$ cat config.mk
export PLATFORM = sky130hd
export DESIGN_NAME = keyed_reader_writer_lock_table
export DESIGN_NICKNAME = d
export VERILOG_FILES = /design/src/hw/rtl/krwlt_pkg.sv /design/src/hw/rtl/keyed_reader_writer_lock_table.sv /design/src/hw/rtl/krwlt_ram.sv /design/src/hw/rtl/krwlt_decide.sv
export SDC_FILE = /design/constraint.sdc
export NUM_CORES = 2
export LEC_CHECK = 0
export BUFFER_PORTS_ARGS = -buffer_cell sky130_fd_sc_hd__buf_2
export CAP_MARGIN = 20
export CORE_ASPECT_RATIO = 0.7
export CORE_MARGIN = 1.5
export CORE_UTILIZATION = 55
export DETAILED_ROUTE_END_ITERATION = 7
export HOLD_SLACK_MARGIN = 0.02
export PLACE_DENSITY_LB_ADDON = 0.15
export SETUP_SLACK_MARGIN = 0.4
export SYNTH_ARGS = -nofsm -noshare
export SYNTH_HDL_FRONTEND = slang
export SYNTH_SLANG_ARGS = --single-unit
$ cat constraint.sdc
create_clock -name clk -period 20.2 [get_ports clk]
set_clock_uncertainty 0.1 [all_clocks]
set_input_delay 0 -clock clk [delete_from_list [all_inputs] [get_ports clk]]
set_output_delay 0 -clock clk [all_outputs]
set_load 0.01 [all_outputs]
$ cat src/hw/rtl/krwlt_pkg.sv
// ----------------------------------------------------------------------------
// krwlt_pkg
// Sizes, codes and shared types of the keyed reader/writer lock table.
// ----------------------------------------------------------------------------
`default_nettype none

package krwlt_pkg;

  // Table geometry.
  localparam int ENTRIES    = 16;
  localparam int KEY_BITS   = 64;
  localparam int ID_BITS    = 16;
  localparam int COUNT_BITS = 8;
  localparam int IDX_BITS   = $clog2(ENTRIES);
  localparam int ENTRY_BITS = KEY_BITS + 2 * COUNT_BITS + ID_BITS;

  // Fixed port widths.
  localparam int OP_W     = 2;
  localparam int LKEY_W   = 64;
  localparam int RID_W    = 16;
  localparam int HANDLE_W = 4;
  localparam int STATUS_W = 3;

  localparam logic [COUNT_BITS-1:0] COUNT_MAX = {COUNT_BITS{1'b1}};

  // Request opcodes.
  typedef enum logic [OP_W-1:0] {
    OP_SHARED  = 2'd0,
    OP_EXCL    = 2'd1,
    OP_RELEASE = 2'd2,
    OP_QUERY   = 2'd3
  } opcode_t;

  // Response status codes.
  typedef enum logic [STATUS_W-1:0] {
    ST_DONE   = 3'd0,
    ST_BUSY   = 3'd1,
    ST_FULL   = 3'd2,
    ST_BADREL = 3'd3,
    ST_LIMIT  = 3'd4
  } status_t;

  typedef logic [IDX_BITS-1:0]   idx_t;
  typedef logic [COUNT_BITS-1:0] count_t;

  // One stored table entry.
  typedef struct packed {
    logic [KEY_BITS-1:0] key;
    count_t              rd;
    count_t              wr;
    logic [ID_BITS-1:0]  owner;
  } entry_t;

  // Outcome of the search or of the handle fetch.
  typedef struct packed {
    logic found;
    idx_t hit_idx;
    logic free_found;
    idx_t free_idx;
    logic handle_ok;
  } lookup_t;

  // Update and response worked out for one request.
  typedef struct packed {
    status_t                status;
    logic                   we;
    idx_t                   widx;
    entry_t                 wdata;
    logic                   valid_val;
    logic [HANDLE_W-1:0]    grant;
    logic                   held;
  } decision_t;

endpackage

`default_nettype wire

$ cat src/hw/rtl/keyed_reader_writer_lock_table.sv
// ----------------------------------------------------------------------------
// keyed_reader_writer_lock_table
// Table of keyed shared/exclusive locks held in one synchronous RAM.
// ----------------------------------------------------------------------------
//
//   channel | handshake             | words
//   --------+-----------------------+---------------------------------------
//   request | req_valid / req_stall | opcode, lock_key, requester_id, handle
//   response| rsp_valid / rsp_stall | status, grant_handle, held_flag
//
// Lock and query words raise their response once the key search has read
// every entry when no entry hits, sooner on an early match; the key search
// reads one entry per cycle from the single RAM read port. A release reads
// its entry by handle and skips the search. The next word can be taken in
// the cycle in which the response is raised. Entry valid bits live in
// flip-flops and clear at reset. A finished response waits in an output
// register while the next request is accepted; that request stalls only at
// its write-back if the response is still held.
// ----------------------------------------------------------------------------
`default_nettype none

module keyed_reader_writer_lock_table (
  input  wire logic                           clk,
  input  wire logic                           rst,
  input  wire logic                           req_valid,
  output logic                                req_stall,
  input  wire logic [krwlt_pkg::OP_W-1:0]     opcode,
  input  wire logic [krwlt_pkg::LKEY_W-1:0]   lock_key,
  input  wire logic [krwlt_pkg::RID_W-1:0]    requester_id,
  input  wire logic [krwlt_pkg::HANDLE_W-1:0] release_handle,
  output logic                                rsp_valid,
  input  wire logic                           rsp_stall,
  output logic [krwlt_pkg::STATUS_W-1:0]      status,
  output logic [krwlt_pkg::HANDLE_W-1:0]      grant_handle,
  output logic                                held_flag
);

  typedef enum logic [3:0] {
    S_IDLE  = 4'b0001,
    S_SCAN  = 4'b0010,
    S_FETCH = 4'b0100,
    S_EXEC  = 4'b1000
  } state_t;

  state_t state;

  // Captured request.
  krwlt_pkg::opcode_t                  op;
  logic [krwlt_pkg::KEY_BITS-1:0]      key;
  logic [krwlt_pkg::ID_BITS-1:0]       id;
  logic [krwlt_pkg::HANDLE_W-1:0]      handle;

  // Search bookkeeping.
  logic [krwlt_pkg::IDX_BITS:0]        cnt;
  logic                                pend;
  krwlt_pkg::idx_t                     pend_idx;
  logic                                found;
  krwlt_pkg::idx_t                     hit_idx;
  logic                                free_found;
  krwlt_pkg::idx_t                     free_idx;
  krwlt_pkg::entry_t                   cur;

  logic [krwlt_pkg::ENTRIES-1:0]       valid;

  logic                                accept;
  logic                                commit;
  logic                                cnt_live;
  logic                                hit;
  krwlt_pkg::idx_t                     handle_idx;
  krwlt_pkg::idx_t                     raddr;
  logic [krwlt_pkg::ENTRY_BITS-1:0]    rdata;
  krwlt_pkg::entry_t                   rd_entry;
  krwlt_pkg::lookup_t                  look;
  krwlt_pkg::decision_t                dec;

  assign req_stall = (state != S_IDLE);
  assign accept    = req_valid && !req_stall;
  assign commit    = (state == S_EXEC) && !(rsp_valid && rsp_stall);
  assign cnt_live  = cnt < (krwlt_pkg::IDX_BITS + 1)'(krwlt_pkg::ENTRIES);

  // The release handle addresses the RAM in the accept cycle.
  assign handle_idx = (state == S_IDLE) ? krwlt_pkg::IDX_BITS'(release_handle)
                                        : krwlt_pkg::IDX_BITS'(handle);
  assign raddr      = (state == S_IDLE) ? handle_idx
                                        : cnt[krwlt_pkg::IDX_BITS-1:0];
  assign rd_entry   = rdata;

  // A returning entry hits on its key, and for a query also on its owner.
  assign hit = pend && valid[pend_idx] && (rd_entry.key == key) &&
               (op != krwlt_pkg::OP_QUERY || rd_entry.owner == id);

  krwlt_ram #(
    .WIDTH (krwlt_pkg::ENTRY_BITS),
    .DEPTH (krwlt_pkg::ENTRIES)
  ) u_ram (
    .clk   (clk),
    .we    (commit && dec.we),
    .waddr (dec.widx),
    .wdata (dec.wdata),
    .raddr (raddr),
    .rdata (rdata)
  );

  // Search result handed to the rule logic.
  always_comb begin
    look            = '0;
    look.found      = found;
    look.hit_idx    = hit_idx;
    look.free_found = free_found;
    look.free_idx   = free_idx;
    look.handle_ok  = (32'(handle) < 32'(krwlt_pkg::ENTRIES)) && valid[handle_idx];
  end

  krwlt_decide u_decide (
    .op   (op),
    .key  (key),
    .id   (id),
    .look (look),
    .cur  (cur),
    .dec  (dec)
  );

  // Sequencer: accept, scan or fetch, then write back and respond.
  always_ff @(posedge clk) begin
    if (rst) begin
      state     <= S_IDLE;
      valid     <= '0;
      rsp_valid <= 1'b0;
      pend      <= 1'b0;
    end else begin
      // A commit raises the response word; otherwise it drops once taken.
      if (commit) begin
        rsp_valid <= 1'b1;
      end else if (!rsp_stall) begin
        rsp_valid <= 1'b0;
      end
      case (state)
        S_IDLE: begin
          if (accept) begin
            state <= (krwlt_pkg::opcode_t'(opcode) == krwlt_pkg::OP_RELEASE) ?
                     S_FETCH : S_SCAN;
          end
          pend <= 1'b0;
        end
        S_SCAN: begin
          pend <= cnt_live;
          if (hit || (!pend && !cnt_live)) begin
            state <= S_EXEC;
          end
        end
        S_FETCH: begin
          state <= S_EXEC;
        end
        S_EXEC: begin
          if (commit) begin
            state <= S_IDLE;
            if (dec.we) begin
              valid[dec.widx] <= dec.valid_val;
            end
          end
        end
        default: begin
          state <= S_IDLE;
        end
      endcase
    end
  end

  // Request capture, search datapath and response registers.
  always_ff @(posedge clk) begin
    if (accept) begin
      op         <= krwlt_pkg::opcode_t'(opcode);
      key        <= krwlt_pkg::KEY_BITS'(lock_key);
      id         <= krwlt_pkg::ID_BITS'(requester_id);
      handle     <= release_handle;
      cnt        <= '0;
      found      <= 1'b0;
      free_found <= 1'b0;
      hit_idx    <= '0;
      free_idx   <= '0;
    end
    if (state == S_SCAN) begin
      pend_idx <= cnt[krwlt_pkg::IDX_BITS-1:0];
      if (cnt_live) begin
        cnt <= cnt + (krwlt_pkg::IDX_BITS + 1)'(1);
      end
      if (hit) begin
        found   <= 1'b1;
        hit_idx <= pend_idx;
        cur     <= rd_entry;
      end else if (pend && !valid[pend_idx] && !free_found) begin
        free_found <= 1'b1;
        free_idx   <= pend_idx;
      end
    end
    if (state == S_FETCH) begin
      cur     <= rd_entry;
      hit_idx <= handle_idx;
    end
    if (commit) begin
      status       <= dec.status;
      grant_handle <= dec.grant;
      held_flag    <= dec.held;
    end
  end

endmodule

`default_nettype wire

$ cat src/hw/rtl/krwlt_ram.sv
// ----------------------------------------------------------------------------
// krwlt_ram
// Generic single-write, single-read RAM with a registered read port.
// ----------------------------------------------------------------------------
`default_nettype none

module krwlt_ram #(
  parameter int WIDTH = 8,
  parameter int DEPTH = 16
) (
  input  wire logic                     clk,
  input  wire logic                     we,
  input  wire logic [$clog2(DEPTH)-1:0] waddr,
  input  wire logic [WIDTH-1:0]         wdata,
  input  wire logic [$clog2(DEPTH)-1:0] raddr,
  output logic      [WIDTH-1:0]         rdata
);

  logic [WIDTH-1:0] mem [DEPTH];

  // Write port and registered read port.
  always_ff @(posedge clk) begin
    if (we) begin
      mem[waddr] <= wdata;
    end
    rdata <= mem[raddr];
  end

endmodule

`default_nettype wire

$ cat src/hw/rtl/krwlt_decide.sv
// ----------------------------------------------------------------------------
// krwlt_decide
// Grant, refusal and release rules applied to the entry found for a request.
// ----------------------------------------------------------------------------
`default_nettype none

module krwlt_decide (
  input  wire krwlt_pkg::opcode_t                    op,
  input  wire logic [krwlt_pkg::KEY_BITS-1:0]        key,
  input  wire logic [krwlt_pkg::ID_BITS-1:0]         id,
  input  wire krwlt_pkg::lookup_t                    look,
  input  wire krwlt_pkg::entry_t                     cur,
  output krwlt_pkg::decision_t                       dec
);

  krwlt_pkg::idx_t   lock_idx;
  krwlt_pkg::count_t rd_base;
  krwlt_pkg::count_t wr_base;
  logic [krwlt_pkg::ID_BITS-1:0] own_base;
  krwlt_pkg::count_t rd_dec;
  krwlt_pkg::count_t wr_dec;

  // A fresh entry starts with no holders.
  assign lock_idx = look.found ? look.hit_idx : look.free_idx;
  assign rd_base  = look.found ? cur.rd : '0;
  assign wr_base  = look.found ? cur.wr : '0;
  assign own_base = look.found ? cur.owner : '0;
  assign rd_dec   = cur.rd - krwlt_pkg::COUNT_BITS'(1);
  assign wr_dec   = cur.wr - krwlt_pkg::COUNT_BITS'(1);

  always_comb begin
    dec           = '0;
    dec.status    = krwlt_pkg::ST_DONE;
    dec.widx      = look.hit_idx;
    dec.wdata     = cur;
    case (op)
      krwlt_pkg::OP_SHARED, krwlt_pkg::OP_EXCL: begin
        dec.widx        = lock_idx;
        dec.wdata.key   = key;
        dec.wdata.rd    = rd_base;
        dec.wdata.wr    = wr_base;
        dec.wdata.owner = id;
        if (!look.found && !look.free_found) begin
          dec.status = krwlt_pkg::ST_FULL;
        end else if (op == krwlt_pkg::OP_EXCL) begin
          // Readers block a writer, and so does a writer with another id.
          if (rd_base != '0 || (wr_base != '0 && own_base != id)) begin
            dec.status = krwlt_pkg::ST_BUSY;
          end else if (wr_base == krwlt_pkg::COUNT_MAX) begin
            dec.status = krwlt_pkg::ST_LIMIT;
          end else begin
            dec.wdata.wr = wr_base + krwlt_pkg::COUNT_BITS'(1);
          end
        end else begin
          if (wr_base != '0) begin
            dec.status = krwlt_pkg::ST_BUSY;
          end else if (rd_base == krwlt_pkg::COUNT_MAX) begin
            dec.status = krwlt_pkg::ST_LIMIT;
          end else begin
            dec.wdata.rd = rd_base + krwlt_pkg::COUNT_BITS'(1);
          end
        end
        if (dec.status == krwlt_pkg::ST_DONE) begin
          dec.we        = 1'b1;
          dec.valid_val = 1'b1;
          dec.grant     = krwlt_pkg::HANDLE_W'(lock_idx);
        end
      end
      krwlt_pkg::OP_RELEASE: begin
        if (!look.handle_ok) begin
          dec.status = krwlt_pkg::ST_BADREL;
        end else if (cur.wr != '0) begin
          // Only the owning writer may drop a write hold.
          if (cur.owner != id) begin
            dec.status = krwlt_pkg::ST_BADREL;
          end else begin
            dec.wdata.wr = wr_dec;
            if (wr_dec == '0) begin
              dec.wdata.owner = '0;
            end
          end
        end else if (cur.rd != '0) begin
          dec.wdata.rd = rd_dec;
          if (rd_dec == '0) begin
            dec.wdata.owner = '0;
          end
        end else begin
          dec.status = krwlt_pkg::ST_BADREL;
        end
        if (dec.status == krwlt_pkg::ST_DONE) begin
          dec.we        = 1'b1;
          dec.valid_val = (dec.wdata.rd != '0) || (dec.wdata.wr != '0);
        end
      end
      krwlt_pkg::OP_QUERY: begin
        dec.held = look.found;
      end
      default: begin
        dec.status = krwlt_pkg::ST_DONE;
      end
    endcase
  end

endmodule

`default_nettype wire

* After elaboration in Yosys (flattened, before gate mapping) *
Memories as Yosys holds them, arrays and structs flattened. A register that Yosys moved wholly into a read port is not among the register bits.
Cells that the tools add are included.

cells by class
  add/subtract/negate cells = 5
  multiply operators = 0
  div/mod/pow operators = 0
  order comparisons = 5
  eq/ne operators = 20
  shift operators = 0
  muxes and demuxes = 80
  bitwise logic cells = 0
  reductions and logical operators = 43

operators by type and width
  operator                                                               count
  96-bit two-way mux                                                     3
  16-bit two-way mux                                                     6
  8-bit two-way mux                                                      11
  68-bit two-way mux                                                     1
  33-bit one-hot mux with 2 select lines                                 1
  64-bit == test                                                         1
  32-bit two-way mux                                                     2
  4-bit two-way mux                                                      14
  8-bit nonzero test                                                     6
  3-bit two-way mux                                                      11
  16-bit inequality test                                                 2
  24-bit two-way mux                                                     1
  5-bit two-way mux                                                      4
  1-bit two-way mux                                                      17
  8-bit by 1-bit adder with 8-bit output (second input constant)         2
  16-bit bitwise mux                                                     1
  16-bit == test                                                         1
  8-bit == test (second input constant)                                  2
  8-bit logical NOT                                                      2
  4-bit one-hot mux with 4 select lines                                  1
  8-bit by 1-bit subtractor with 8-bit output (second input constant)    2
  4-bit by 5-bit < comparator with 1-bit output (second input constant)  3
  1-bit logical AND                                                      13
  1-bit binary-select mux with 4-bit select                              2
  other kinds (24)                                                       44

storage, ports and cells
  bits in registers = 231
  latch bits = 0
  memory bits (writable) = 1536
  memory bits (read-only) = 0
  bits of input ports = 90
  logic and storage cells = 175
  memories kept = 1

memories
  memory     depth  bits a word  read ports  clocked after memory_dff  write ports  line             RTL
  u_ram.mem  16     96           1           1                         1            krwlt_ram.sv:19  logic [WIDTH-1:0] mem [DEPTH];

* Logic depth before layout (Yosys ltp) *
  depth after elaboration = 14
  depth in mapped cells = 17

* Modules after synthesis *
A second synthesis with hierarchy kept.

second synthesis, totals
  cells, all modules = 3438
  area total of the unflattened synthesis = 71182.0 um^2

by module, submodules not included
  module                          instances  cells each  area an instance (um^2)
  krwlt_ram                       1          2460        59354.4
  keyed_reader_writer_lock_table  1          559         8772.2
  krwlt_decide                    1          419         3055.4

* Worst setup path after synthesis *
No wires, ideal clock.

  kind = register to register
  start = register found
  end = register valid[1] (netlist bit)
  arrival = 13.076 ns
  setup slack = 6.892 ns
  cell stages (with the launch flop) = 17
  buffers on the path = 4
  period minus slack after synthesis = 13.308 ns
  path through = dfxtp_1 -> clkbuf_1 -> buf_1 -> clkbuf_1 -> buf_1 -> nand2_1 -> inv_1 -> ha_1 -> and4_1 -> and3_1 -> and4_1 -> a2111oi_4 -> o21ai_2 -> o31a_1 -> nor4_1 -> mux2i_1 -> o21ai_0

between the ends
  cells in the longest elaborated chain, start to end = 12
  elaborated cells between the ends (all ways) = 33
  classes of those cells = order compare: 2; eq/ne: 3; mux: 19; reduce/logical: 9

RTL lines
  what                                                                                                    line                                    RTL
  start, declared                                                                                         keyed_reader_writer_lock_table.sv:57    logic found;
  start signal, assigned                                                                                  keyed_reader_writer_lock_table.sv:177   found <= 1'b0;
  start signal, assigned                                                                                  keyed_reader_writer_lock_table.sv:188   found <= 1'b1;
  16-bit two-way mux / 8-bit two-way mux (equally long branches)                                          krwlt_decide.sv:27, krwlt_decide.sv:26
  16-bit inequality test / 8-bit nonzero test (equally long branches)                                     krwlt_decide.sv:47, krwlt_decide.sv:55
  1-bit logical AND                                                                                       krwlt_decide.sv:47                      if (rd_base != '0 || (wr_base != '0 && own_base != id)) begin
  1-bit logical OR                                                                                        krwlt_decide.sv:47
  3-bit two-way mux                                                                                       krwlt_decide.sv:47
  3-bit two-way mux                                                                                       krwlt_decide.sv:45                      end else if (op == krwlt_pkg::OP_EXCL) begin
  3-bit two-way mux                                                                                       krwlt_decide.sv:43                      if (!look.found && !look.free_found) begin
  3-bit two-way mux                                                                                       krwlt_decide.sv:36                      case (op)
  3-bit logical NOT                                                                                       krwlt_decide.sv:63                      if (dec.status == krwlt_pkg::ST_DONE) begin
  1-bit two-way mux / 5-bit two-way mux (equally long branches)                                           krwlt_decide.sv:63
  4-bit one-hot mux with 2 select lines / 33-bit one-hot mux with 2 select lines (equally long branches)  krwlt_decide.sv:36
  3-bit AND reduction (no source line) / 16-bit bitwise mux (equally long branches)                       n/a
  end signal, assigned by index                                                                           keyed_reader_writer_lock_table.sv:158   valid[dec.widx] <= dec.valid_val;
  end, declared                                                                                           keyed_reader_writer_lock_table.sv:63    logic [krwlt_pkg::ENTRIES-1:0] valid;

Several ways; a longest one is shown, not always the timed one. The select of a mux whose other input is x is not followed.
A chain may end at the register's enable or synchronous reset.

* Final worst setup path *
  start = register state[3]
  end = memory u_ram.mem[5][56] (netlist bit), enable pin

between the ends
  cells in the longest elaborated chain, start to end = 12
  elaborated cells between the ends (all ways) = 14
  classes of those cells = eq/ne: 2; mux: 9; reduce/logical: 3

RTL lines
  what                                         line                                   RTL
  start, declared                              keyed_reader_writer_lock_table.sv:45   state_t state;
  start signal, assigned                       keyed_reader_writer_lock_table.sv:140  state <= (krwlt_pkg::opcode_t'(opcode) == krwlt_pkg::OP_RELEASE) ?
  4-bit by 1-bit == test with 1-bit output     keyed_reader_writer_lock_table.sv:82   assign handle_idx = (state == S_IDLE) ? krwlt_pkg::IDX_BITS'(release_handle)
  4-bit two-way mux                            keyed_reader_writer_lock_table.sv:82
  1-bit binary-select mux with 4-bit select    keyed_reader_writer_lock_table.sv:111  look.handle_ok = (32'(handle) < 32'(krwlt_pkg::ENTRIES)) && valid[handle_idx];
  1-bit two-way mux (not written as such)      keyed_reader_writer_lock_table.sv:111
  3-bit two-way mux                            krwlt_decide.sv:70                     if (!look.handle_ok) begin
  3-bit two-way mux                            krwlt_decide.sv:36
  3-bit logical NOT                            krwlt_decide.sv:90                     if (dec.status == krwlt_pkg::ST_DONE) begin
  1-bit two-way mux                            krwlt_decide.sv:90
  4-bit one-hot mux with 2 select lines        krwlt_decide.sv:36
  1-bit logical AND (*)                        keyed_reader_writer_lock_table.sv:97   .we (commit && dec.we),
  1-bit two-way mux (*)                        krwlt_ram.sv:23                        if (we) begin
  1-bit two-way mux (not written as such) (*)  krwlt_ram.sv:24                        mem[waddr] <= wdata;
  end, declared                                krwlt_ram.sv:19

Every way passes the cells marked *; elsewhere a longest branch is shown, timed or not. The select of a mux whose other input is x is not followed.

==> results_dict.tcl <==
set metrics [dict create \
    status "complete, no violations" \
    crit_path_start_kind "register" \
    grt_pass1_vias 43364 \
    final_area_mm2 0.0837 \
    min_period_ns 6.67 \
    io_buffers 99 \
    synth_top_family_by_area "simple AND/OR/NAND/NOR gates" \
    cp.arrival_ns 6.97 \
    ant_nets 0 \
    power_density_mw_per_mm2 100 \
    ctsResizeCount 0 \
    hold_path_class "input port to register" \
    postCtsSetupBuffers 0 \
    clock_sink_count 1863 \
    synth_mux_area_share_pct 1.62 \
    critPathKind "register to register" \
    grt_use_met2_pct 43.0 \
    detail_route.wl_per_cell_um 24.5 \
    syn_to_final_growth_pct 13.1 \
    seq_area_frac_synth_pct 73.8 \
    drv_cap 0 \
    drive_gt1_share_pct 9.28 \
    initial_core_util_pct 55.5 \
    avgSynthCellArea_um2 13.1 \
    synth_fa_ha_area_share_pct 0.169 \
    syn_inst 5630 \
    grt_max_degree 191 \
    wirelength_um 189000 \
    peakVddDrop_mv 0.0656 \
    rsz0062_at_grt "false" \
    cts_buffers 172 \
    drt_first_iter_violations 5517 \
    synth-xor-area-share_pct 0.899 \
    placed_cell_area_mm2 0.0764 \
    antenna_found_initial 7 \
    slew_violations 0 \
    use_met3_pct 3.90 \
    die_h_um 310 \
    ys_ff_latch 1863 \
    fillers 9948 \
    via_per_inst 6.04 \
    nets 5903 \
    synth_ff_type "edfxtp_1" \
    cts_hold_buf 176 \
    synth.cell_area_mm2 0.0740 \
    grt.overflow.total 0 \
    place_congestion 0.879 \
    cts_tree "done" \
    synth_edf_count 1730 \
    grt_pass1_wl_um 281000 \
    dr_total_vias 46607 \
    period_share_pct 33.0 \
    cts_root_buf "clkbuf_16" \
    clkSlewWorstSetupHoldPaths_ns 0.07 \
    cp_max_fo 51 \
    synth-simple-area-share_pct 13.9 \
    p_total_mw 8.40 \
    fmaxAchievable_mhz 150 \
    finalSetupViolations 0 \
    htreeDepth 4 \
    maxSlewHeadroom_pct 20.9 \
    fp.dieW_um 441 \
    ioPinCount 100 \
    grtUsageTotal_pct 27.5 \
    cp-end-kind "register" \
    fin_tns_setup_ns 0 \
    firstDrtPassIters 6 \
    drc 0 \
    p_leak_nw 28.9 \
    worst_hold_slack_ns 0.0458 \
    synth_nets 5730 \
    worst_slew_pin_slew_ns 1.18 \
    ys_warn_count 0 \
    busiest_layer "met2" \
    cp_data_required_time_ns 20.51 \
    synth.distinct_cells 70 \
    num_rows 112 \
    hpwl_um 88100 \
    dieArea_mm2 0.137 \
    synth_compound_area_share_pct 7.36 \
    coreArea_mm2 0.133 \
    clock_path_buffers 3 \
    grtUsageMet1_pct 41.1 \
    async_reset_ff_share_pct 0 \
    insertion_delay_ns 0.80 \
    hold_viol 0 \
]
==> final timing paths <==
check	startpoint	to	slack (ns)	cells after the start
max	state[3]	u_ram.mem[5][56]	13.53	11
min	lock_key[63]	key[63]	0.05	2
max reg2reg	state[3]	u_ram.mem[5][56]	13.53	11
min reg2reg	u_ram.rdata[17]	cur[17]	0.31	0
==> layout make-up <==
type | instances | area (um^2) | share of cell area, %
sequential | 1863 | 54600 | 65.2
timing repair buffer | 368 | 3210 | 3.83
tap | 1767 | 2210 | 2.64
clock buffer | 250 | 4930 | 5.89
multi-input combinational | 3325 | 17900 | 21.4
antenna | 4 | 10.0 | 0.0120
inverter | 73 | 294 | 0.351
clock inverter | 71 | 582 | 0.695
==> metrics by stage <==
step | setup slack (ns) | utilization [%] | instances
global route | 13.25 | 62.8 | 7720
CTS | 13.51 | 62.7 | 7713
finish | 13.53 | 62.8 | 7721
floorplan | 6.89 | - | 5630
detailed placement | 13.56 | 57.3 | 7216
global placement | 13.74 | 57.3 | 7212
==> cell usage in the layout, fill, tap and decap left out, types with 130 or more instances in the layout <==
| master | instances |
|---|---|
| clkbuf_16 | 177 |
| a31oi_1 | 203 |
| edfxtp_1 | 1730 |
| dfxtp_1 | 133 |
| nand3_1 | 213 |
| a21oi_1 | 130 |
| a311oi_1 | 192 |
| nand2_1 | 1621 |
| dlygate4sd3_1 | 176 |
| and3_1 | 294 |
==> cells by family (layout without fill, tap and decap cells) <==
group,after synthesis,after routing
fa+ha+maj,10,10
mux,104,104
xor+xnor,76,76
compound gates,784,784
other cells,0,4
simple gates,2351,2351
flops,1863,1863
buf+inv,442,762
==> synth_stat cells (9+ instances only) <==
cell type	n	area (um^2)
clkbuf_1	335	1260
nand2b_1	20	125
nand4_1	18	113
mux2i_1	34	340
a211oi_1	99	743
xnor2_1	22	193
inv_1	72	270
edfxtp_1	1730	51900
o21ai_0	63	315
a31oi_1	203	1270
dfxtp_1	133	2660
a21oi_1	132	661
nand3_1	213	1070
nor3_1	21	105
buf_1	29	109
o211ai_1	9	67.6
o21ai_1	13	65.1
a311oi_1	192	1680
and3_1	294	1840
nor4_1	30	188
nand2_1	1623	6090
xor2_1	54	473
nor2b_1	38	238
nor2_1	52	195
ha_1	10	125
mux2_2	63	709
==> worst max-delay path: stages, from the launching register on <==
cell	delay [ns]
dfxtp_1	0.35
nor4b_4	0.72
inv_2	0.41
mux2i_4	0.38
nor4b_1	0.11
nor4_2	0.65
and2_1	0.43
nor2_1	0.13
o31a_1	0.62
or4_1	0.77
inv_6	0.62
buf_4	0.83
==> power breakdown <==
| group | leakage [nW] | internal (mW) | total, mW | switching (mW) |
|---|---|---|---|---|
| sequential | 16.7 | 4.32 | 4.38 | 0.0598 |
| combinational | 9.50 | 0.264 | 0.828 | 0.565 |
| clock | 2.71 | 1.80 | 3.19 | 1.39 |
==> flip-flops by register name, summed over array words and instances, names as in the netlist, 4 cells and up <==
name and flops:
cnt 5, grant_handle 4, state 4, hit_idx 4
valid 16, handle 4, cur 96, u_ram.mem 1536
pend_idx 4, free_idx 4, key 64, id 16
u_ram.rdata 96
==> routing by layer <==
metal	vias to the layer above	share of wire (%)
met5	-	0
met4	0	1.8
met3	263	7.1
met2	1876	47
met1	23272	44
li1	21196	-
No activity file was read; power rests on OpenSTA's default activity.
